==> config.mk <==
export PLATFORM = sky130hd
export DESIGN_NAME = mhjs_cell
export DESIGN_NICKNAME = d
export VERILOG_FILES = /design/src/hdl/mhjs_pkg.sv /design/src/hdl/mhjs_cell.sv
export SDC_FILE = /design/constraint.sdc
export NUM_CORES = 2
export LEC_CHECK = 0
export ABC_AREA = 0
export BUFFER_PORTS_ARGS = -buffer_cell sky130_fd_sc_hd__clkbuf_2
export CORE_UTILIZATION = 38
export DETAILED_ROUTE_END_ITERATION = 10
export GPL_ROUTABILITY_DRIVEN = 0
export MAX_ROUTING_LAYER = met4
export PLACE_DENSITY = 0.51
export SYNTH_ARGS = -nofsm -noshare
export SYNTH_HDL_FRONTEND = slang
export SYNTH_SLANG_ARGS = --single-unit
==> constraint.sdc <==
create_clock -name clock -period 11.86 [get_ports clock]
set_clock_uncertainty 0.2 [all_clocks]
set_input_delay 0.593 -clock clock [delete_from_list [all_inputs] [get_ports clock]]
set_output_delay 0.593 -clock clock [all_outputs]
set_load 0.03 [all_outputs]
==> src/hdl/mhjs_pkg.sv <==
// Shared types, sizes and helper function of the min-heap job scheduler.
// No dependencies; used by mhjs_cell and min_heap_job_scheduler.
`default_nettype none

package mhjs_pkg;

   localparam int LEVELS     = 7;
   localparam int ROWS_MAX   = 16;
   localparam int ROW_W      = 4;
   localparam int OFFSET_W   = 5;
   localparam int LEVEL_W    = 3;
   localparam int COUNT_W    = 7;
   localparam int INDEX_W    = 6;
   localparam int TIME_W     = 64;
   localparam int DURATION_W = 32;
   localparam int ADDR_W     = 3;
   localparam int DATA_W     = 32;

   localparam logic [COUNT_W-1:0] WORKERS_MIN = 7'd1;
   localparam logic [COUNT_W-1:0] WORKERS_MAX = 7'd64;

   localparam logic REG_WORKER_COUNT = 1'b0;

   typedef struct packed {
      logic [TIME_W-1:0]  finish;
      logic [INDEX_W-1:0] worker;
   } entry_type;

   typedef struct packed {
      logic                valid;
      logic [OFFSET_W-1:0] offset;
      entry_type           entry;
   } move_type;

   function automatic logic entry_less(entry_type a, entry_type b);
      logic result;
      if (a.finish != b.finish) begin
         result = a.finish < b.finish;
      end else begin
         result = a.worker < b.worker;
      end
      return result;
   endfunction

endpackage

`default_nettype wire

==> src/hdl/mhjs_cell.sv <==
// One heap level of the scheduler: holds the level's entries in pairs of siblings
// and performs one compare-and-swap step of the sift-down. Depends on mhjs_pkg.
`default_nettype none

module mhjs_cell (
   input  wire                            clock,
   input  wire                            reset,
   input  wire                            clear,
   input  wire [mhjs_pkg::LEVEL_W-1:0]    cell_level,
   input  wire [mhjs_pkg::COUNT_W-1:0]    worker_count,
   input  mhjs_pkg::move_type             tok_in,
   input  mhjs_pkg::move_type             down_wr,
   output mhjs_pkg::move_type             up_wr,
   output mhjs_pkg::move_type             tok_out,
   output logic                           stop
);

   mhjs_pkg::entry_type               data_ff [mhjs_pkg::ROWS_MAX][2];
   logic [mhjs_pkg::ROWS_MAX-1:0][1:0] valid_ff;
   mhjs_pkg::move_type                tok_out_ff;
   mhjs_pkg::move_type                tok_out_in;

   logic [mhjs_pkg::OFFSET_W-1:0] parent_mask;
   logic [mhjs_pkg::OFFSET_W-1:0] parent;
   logic [mhjs_pkg::ROW_W-1:0]    row_mask;
   logic [mhjs_pkg::ROW_W-1:0]    row;
   logic [mhjs_pkg::ROW_W-1:0]    wr_row;
   logic [mhjs_pkg::COUNT_W-1:0]  base_idx;
   logic [mhjs_pkg::COUNT_W-1:0]  left_idx;
   logic [mhjs_pkg::COUNT_W-1:0]  right_idx;
   mhjs_pkg::entry_type           left;
   mhjs_pkg::entry_type           right;
   mhjs_pkg::entry_type           pick;
   logic                          left_exists;
   logic                          right_exists;
   logic                          right_better;
   logic                          child_wins;

   assign parent_mask = mhjs_pkg::OFFSET_W'((6'd1 << (cell_level - 3'd1)) - 6'd1);
   assign parent      = tok_in.offset & parent_mask;
   assign row_mask    = parent_mask[mhjs_pkg::ROW_W-1:0];
   assign row         = parent[mhjs_pkg::ROW_W-1:0];
   assign wr_row      = down_wr.offset[mhjs_pkg::OFFSET_W-1:1] & row_mask;
   assign base_idx    = mhjs_pkg::COUNT_W'((8'd1 << cell_level) - 8'd1);
   assign left_idx    = base_idx + {1'b0, parent, 1'b0};
   assign right_idx   = left_idx + 7'd1;

   always_comb begin
      if (valid_ff[row][0]) begin
         left = data_ff[row][0];
      end else begin
         left = '{finish: '0, worker: left_idx[mhjs_pkg::INDEX_W-1:0]};
      end
      if (valid_ff[row][1]) begin
         right = data_ff[row][1];
      end else begin
         right = '{finish: '0, worker: right_idx[mhjs_pkg::INDEX_W-1:0]};
      end
      left_exists  = left_idx < worker_count;
      right_exists = right_idx < worker_count;
      right_better = right_exists && mhjs_pkg::entry_less(right, left);
      pick         = right_better ? right : left;
      child_wins   = left_exists && mhjs_pkg::entry_less(pick, tok_in.entry);

      up_wr.valid  = tok_in.valid;
      up_wr.offset = tok_in.offset;
      up_wr.entry  = child_wins ? pick : tok_in.entry;
      stop         = tok_in.valid && !child_wins;

      tok_out_in.valid  = tok_in.valid && child_wins;
      tok_out_in.offset = {row, right_better};
      tok_out_in.entry  = tok_in.entry;
   end

   always_ff @(posedge clock) begin
      if (reset || clear) begin
         valid_ff <= '0;
      end else if (down_wr.valid) begin
         valid_ff[wr_row][down_wr.offset[0]] <= 1'b1;
      end
   end

   always_ff @(posedge clock) begin
      if (down_wr.valid) begin
         data_ff[wr_row][down_wr.offset[0]] <= down_wr.entry;
      end
   end

   always_ff @(posedge clock) begin
      if (reset) begin
         tok_out_ff <= '0;
      end else begin
         tok_out_ff <= tok_out_in;
      end
   end

   assign tok_out = tok_out_ff;

endmodule

`default_nettype wire

Word level (Yosys, flattened, before mapping). Memories as Yosys holds them, arrays and structs flattened. Index checks and enable logic that the tools add are counted.

$add $sub $neg: 5. Multipliers: 0. Div/mod/pow operators: 0. $lt $le $gt $ge: 13. Eq/ne operators: 2. Shifts and indexed selects: 2. Multiplexer cells: 16. Bitwise operators: 4. Reductions and logical operators: 9.

Operators with widths (number): 2-to-1 mux 70 bit (5); 2-to-1 mux 140 bit (1); < comparator 64 bit (2); != test 64 bit (2); demux 70 bit (select 1 bit) (1); bitwise OR 32 bit (1); < comparator 7 bit (2); < comparator 6 bit (2); < comparator 4 x 5 -> 1 bit (second input constant) (2); binary-select mux 2 bit (select 4 bit) (1); demux 2 bit (select 4 bit) (1); adder 7 x 1 -> 7 bit (second input constant) (1); adder 7 x 6 -> 7 bit (1); logical AND 1 bit (7); left shift 1 x 3 -> 7 bit (first input constant) (1); subtractor 7 x 1 -> 7 bit (second input constant) (1); AND 5 bit (1); left shift 1 x 3 -> 5 bit (first input constant) (1); subtractor 5 x 1 -> 5 bit (second input constant) (1); AND 4 bit (1); >= comparator 4 x 1 -> 1 bit (second input constant) (1); 2-to-1 mux 1 bit (4); 2-to-1 mux 2 bit (2); subtractor 3 x 1 -> 3 bit (second input constant) (1); other kinds (8) (8).

Register bits after elaboration: 108. Latch bits: 0. RAM bits: 2240. Memory bits (read-only): 0. Input bits: 165. Output and inout port bits: 153. Word-level logic and storage cells: 72. Memories: 1.

Memory list: data_ff (depth 16, width 140, read ports 1, clocked after memory_dff 0, write ports 1, line mhjs_cell.sv:18) `mhjs_pkg::entry_type data_ff [mhjs_pkg::ROWS_MAX][2];`.

Logic depth before layout (Yosys ltp).
Depth in word-level cells: 16. Mapped depth: 48. Depth with buffers taken out: 36.

Least setup slack after synthesis. OpenSTA, ideal clock, no wires.

Path type: input to output. Start: in cell_level[1] in the netlist's numbering. End: out up_wr[0] in the netlist's numbering. Data arrival time: 10.155 ns. Setup slack: 0.912 ns. Stages on the path: 47. Path buffers: 11. Cell sequence: clkbuf_2 clkbuf_1 nor2_1 ha_1 nor3b_2 inv_2 clkbuf_1 ha_1 nor2b_1 clkbuf_1 inv_1 clkbuf_1 clkbuf_1 clkbuf_1 buf_1 clkbuf_1 ha_1 inv_1 [... 11 more ...] and4b_1 a31oi_1 a211oi_4 clkbuf_1 nand2_1 o21ai_0 ha_1 a21o_1 a21o_1 a211oi_1 o21ai_0 a2111o_1 o21ai_0 o311ai_0 o21ai_0 nand3_2 buf_4 mux2i_1.

RTL lines: start: declaration (line mhjs_cell.sv:9) `input wire [mhjs_pkg::LEVEL_W-1:0] cell_level,`; end: declaration (line mhjs_cell.sv:13) `output mhjs_pkg::move_type up_wr,`.

==> impl_metrics.toml <==
[global_routing]
grt_max_degree = 157
antenna_found_initial = 38
grt-ovfl-total = 0
grt_pass1_wl_um = 476700
grt_pass1_vias = 62880
grt_usage = 0.2665

[synth]
synth_mux_area_frac = 0.01287
synth-compound-area-share = 0.06674
synth_top_family_by_area = "simple AND/OR/NAND/NOR gates"
yosys.area_share.simple = 0.1574
synth_ff_type = "edfxtp_1"
synth_area_per_cell_um2 = 12.66
yosysUniqueCellTypes = 62
syn-num-nets = 8014
synth_xor_area_frac = 0.001260
ys_ff_latch = 2348
syn_area_um2 = 97320
ys_warn_count = 0
syn-instance-count = 7686
synth-edff-count = 2240
synthAdderAreaFrac = 0.02103
synth_seq_area_share = 0.7134
async_flop_share = 0

[cts]
clkSlewWorstSetupHoldPaths_ns = 0.05
cts-root-buf = "clkbuf_16"
cts_setup_buffers = 0
h-tree-depth = 5
clk_latency_ns = 0.94
cts_tree = "done"
numCtsBuffers = 277
clockBufferDepth = 4
clock_sinks = 2348

[power]
ir_drop_mv = 0.1279
p_total_mw = 20.11
p_seq_frac = 0.461
swShare = 0.2622
p_leak_nw = 40.40
power_frac_comb = 0.135
switchingPower_mw = 5.271
powerDensity_nw_per_um2 = 176.8
clockPowerShare = 0.403
intPower_mw = 14.84

[setup_path]
crit_path_max_incr_delay_ns = 0.44
start_kind = "input port"
critPathMaxFanout = 81
critPathCaptureType = "output port"
crit_required_ns = 11.07
crit_top_cell = "buf_4"
cp.arrival_ns = 10.70
slowest_stage = "a31oi_2"
crit_type = "in2out"

[run_status]
status = "completed"

[final_layout]
regArea_um2 = 69430
final_cell_count_no_fill = 11710
finalInstanceArea_um2 = 113700
multi_input_area_um2 = 25660
drive_gt1_frac = 0.1320
nets = 8463
syn2layout_area_growth_pct = 16.87
layout_commonest_cell = "nand2_1"
final_cell_mix = "2314 x nand2_1, 2240 x edfxtp_1, 569 x nand3_1, 549 x a311oi_1, 316 x clkbuf_2"
nFillCells = 22970

[timing]
tightest_slew_ns = 1.245
fmax_ghz = 0.08701
slew_violations = 0
fin_tns_setup_ns = 0
rsz0062_at_grt = "no"
post-route-min-period_ns = 11.49
setup_viol = 0
max-slew-margin-rel = 0.1699
post-route-period-util = 0.9690
whs_ns = 0.07244
hold_violations = 0

[detailed_routing]
vias = 66920
viasPerCell = 5.715
drtIter0Drc = 7879
drcViolationCount = 0
firstDrtPassIters = 6
wl_per_cell_um = 29.17
totalWireLength_um = 341500
ant_nets = 0

[floorplanning]
coreArea_um2 = 254400
die_h_um = 508.1
die_area_um2 = 258100
initial_core_util = 0.3826
rows = 185
io_pins = 318
die_w_um = 508.1

[place]
hpwl_um = 190100
dp.cells = 11130
port_buffers = 317
placed_area_um2 = 104100

[flow_run]
drv_cap = 0

[hold_path]
hp-class = "in2reg"
-- cell usage after synthesis, drive strengths merged (16+ instances only) --
| master | n | area [um2] |
|---|---|---|
| nand2 | 2316 | 8693 |
| edfxtp | 2240 | 67260 |
| nand3 | 570 | 2858 |
| a311oi | 549 | 4808 |
| clkbuf | 471 | 1769 |
| and3 | 281 | 1758 |
| ha | 162 | 2027 |
| inv | 161 | 604.3 |
| nor3 | 140 | 700.7 |
| nor2 | 125 | 469.2 |
| dfxtp | 108 | 2162 |
| o21ai | 96 | 480.5 |
| mux2 | 69 | 777.0 |
| buf | 59 | 282.8 |
| a21oi | 53 | 265.3 |
| o21a | 46 | 345.3 |
| nor2b | 27 | 168.9 |
| nand4 | 23 | 143.9 |
| a21o | 21 | 157.7 |
| mux2i | 16 | 160.2 |
-- metal layers --
metal,track usage,part of all wire,vias up
li1,-,-,29270
met1,0.3648,0.43,34270
met2,0.4124,0.47,2860
met3,0.03298,0.071,517
met4,0.08736,0.033,0
met5,-,0,-
-- worst paths after layout --
| kind | from | cells after the start | slack (ns) | end |
|---|---|---|---|---|
| worst max-delay path | cell_level[0] | 42 | 0.37 | up_wr[48] |
| worst min-delay path | tok_in[16] | 3 | 0.07 | tok_out[16]$_SDFF_PP0_ |
| worst max register to register | valid_ff[13]$_SDFFE_PP0P_ | 30 | 3.06 | tok_out[75]$_SDFF_PP0_ |
| worst min register to register | valid_ff[23]$_SDFFE_PP0P_ | 1 | 0.26 | valid_ff[23]$_SDFFE_PP0P_ |
-- flip-flops by register name, summed over array words and instances (netlist names) --
name / flops
tok_out: 76
data_ff: 2240
valid_ff: 32
-- layout make-up --
cell class | instances | share of cell area
Clock inverter | 132 | 0.01016
Inverter | 161 | 0.005445
Sequential cell | 2348 | 0.6104
Tap cell | 3366 | 0.03703
Multi-Input combinational cell | 4647 | 0.2256
Timing Repair Buffer | 700 | 0.04697
Antenna cell | 18 | 0.0003960
Clock buffer | 337 | 0.06402
-- worst max-delay path, delay by kind of cell --
kind | cells | cell delay, ns
buffers and inverters | 15 | 3.03
and+or+nand+nor | 11 | 2.16
AOI/OAI and AO/OA | 11 | 2.93
adders and majority gates | 4 | 1.36
muxes | 1 | 0.35
-- per-stage QoR --
| step | utilization | setup slack, ns |
|---|---|---|
| floorplan | - | 0.9117 |
| global placement | 0.4092 | 0.003402 |
| detailed placement | 0.4092 | -0.09172 |
| CTS | 0.4462 | 0.04893 |
| global route | 0.4471 | 0.02447 |
| finish | 0.4471 | 0.3672 |
-- timing repair --
item	CTS	global route
gates cloned	0	2
pin swaps	0	1
endpoints found under the hold margin	100	0
hold buffers	95	0
gates resized for setup	3	29
endpoints found under the setup margin	70	71
-- power by group through the flow --
stage,logic [mW],clock network (mW),registers [mW]
6_report,2.72,8.11,9.28
3_3_place_gp,2.63,0,9.45
4_1_cts,2.69,8.23,9.28
5_1_grt,2.88,8.52,9.29
3_5_place_dp,2.66,0,9.45
2_1_floorplan,1.54,0,9.48
-- kinds of logic after synthesis --
family                     after synthesis
and+or+nand+nor                       3551
DFF                                   2348
AOI/OAI and AO/OA                      820
buffers and inverters                  691
adders and majority gates              163
muxes                                   99
xor gates and xnor gates                14
Note: power is estimated with default switching activity, not from simulation.
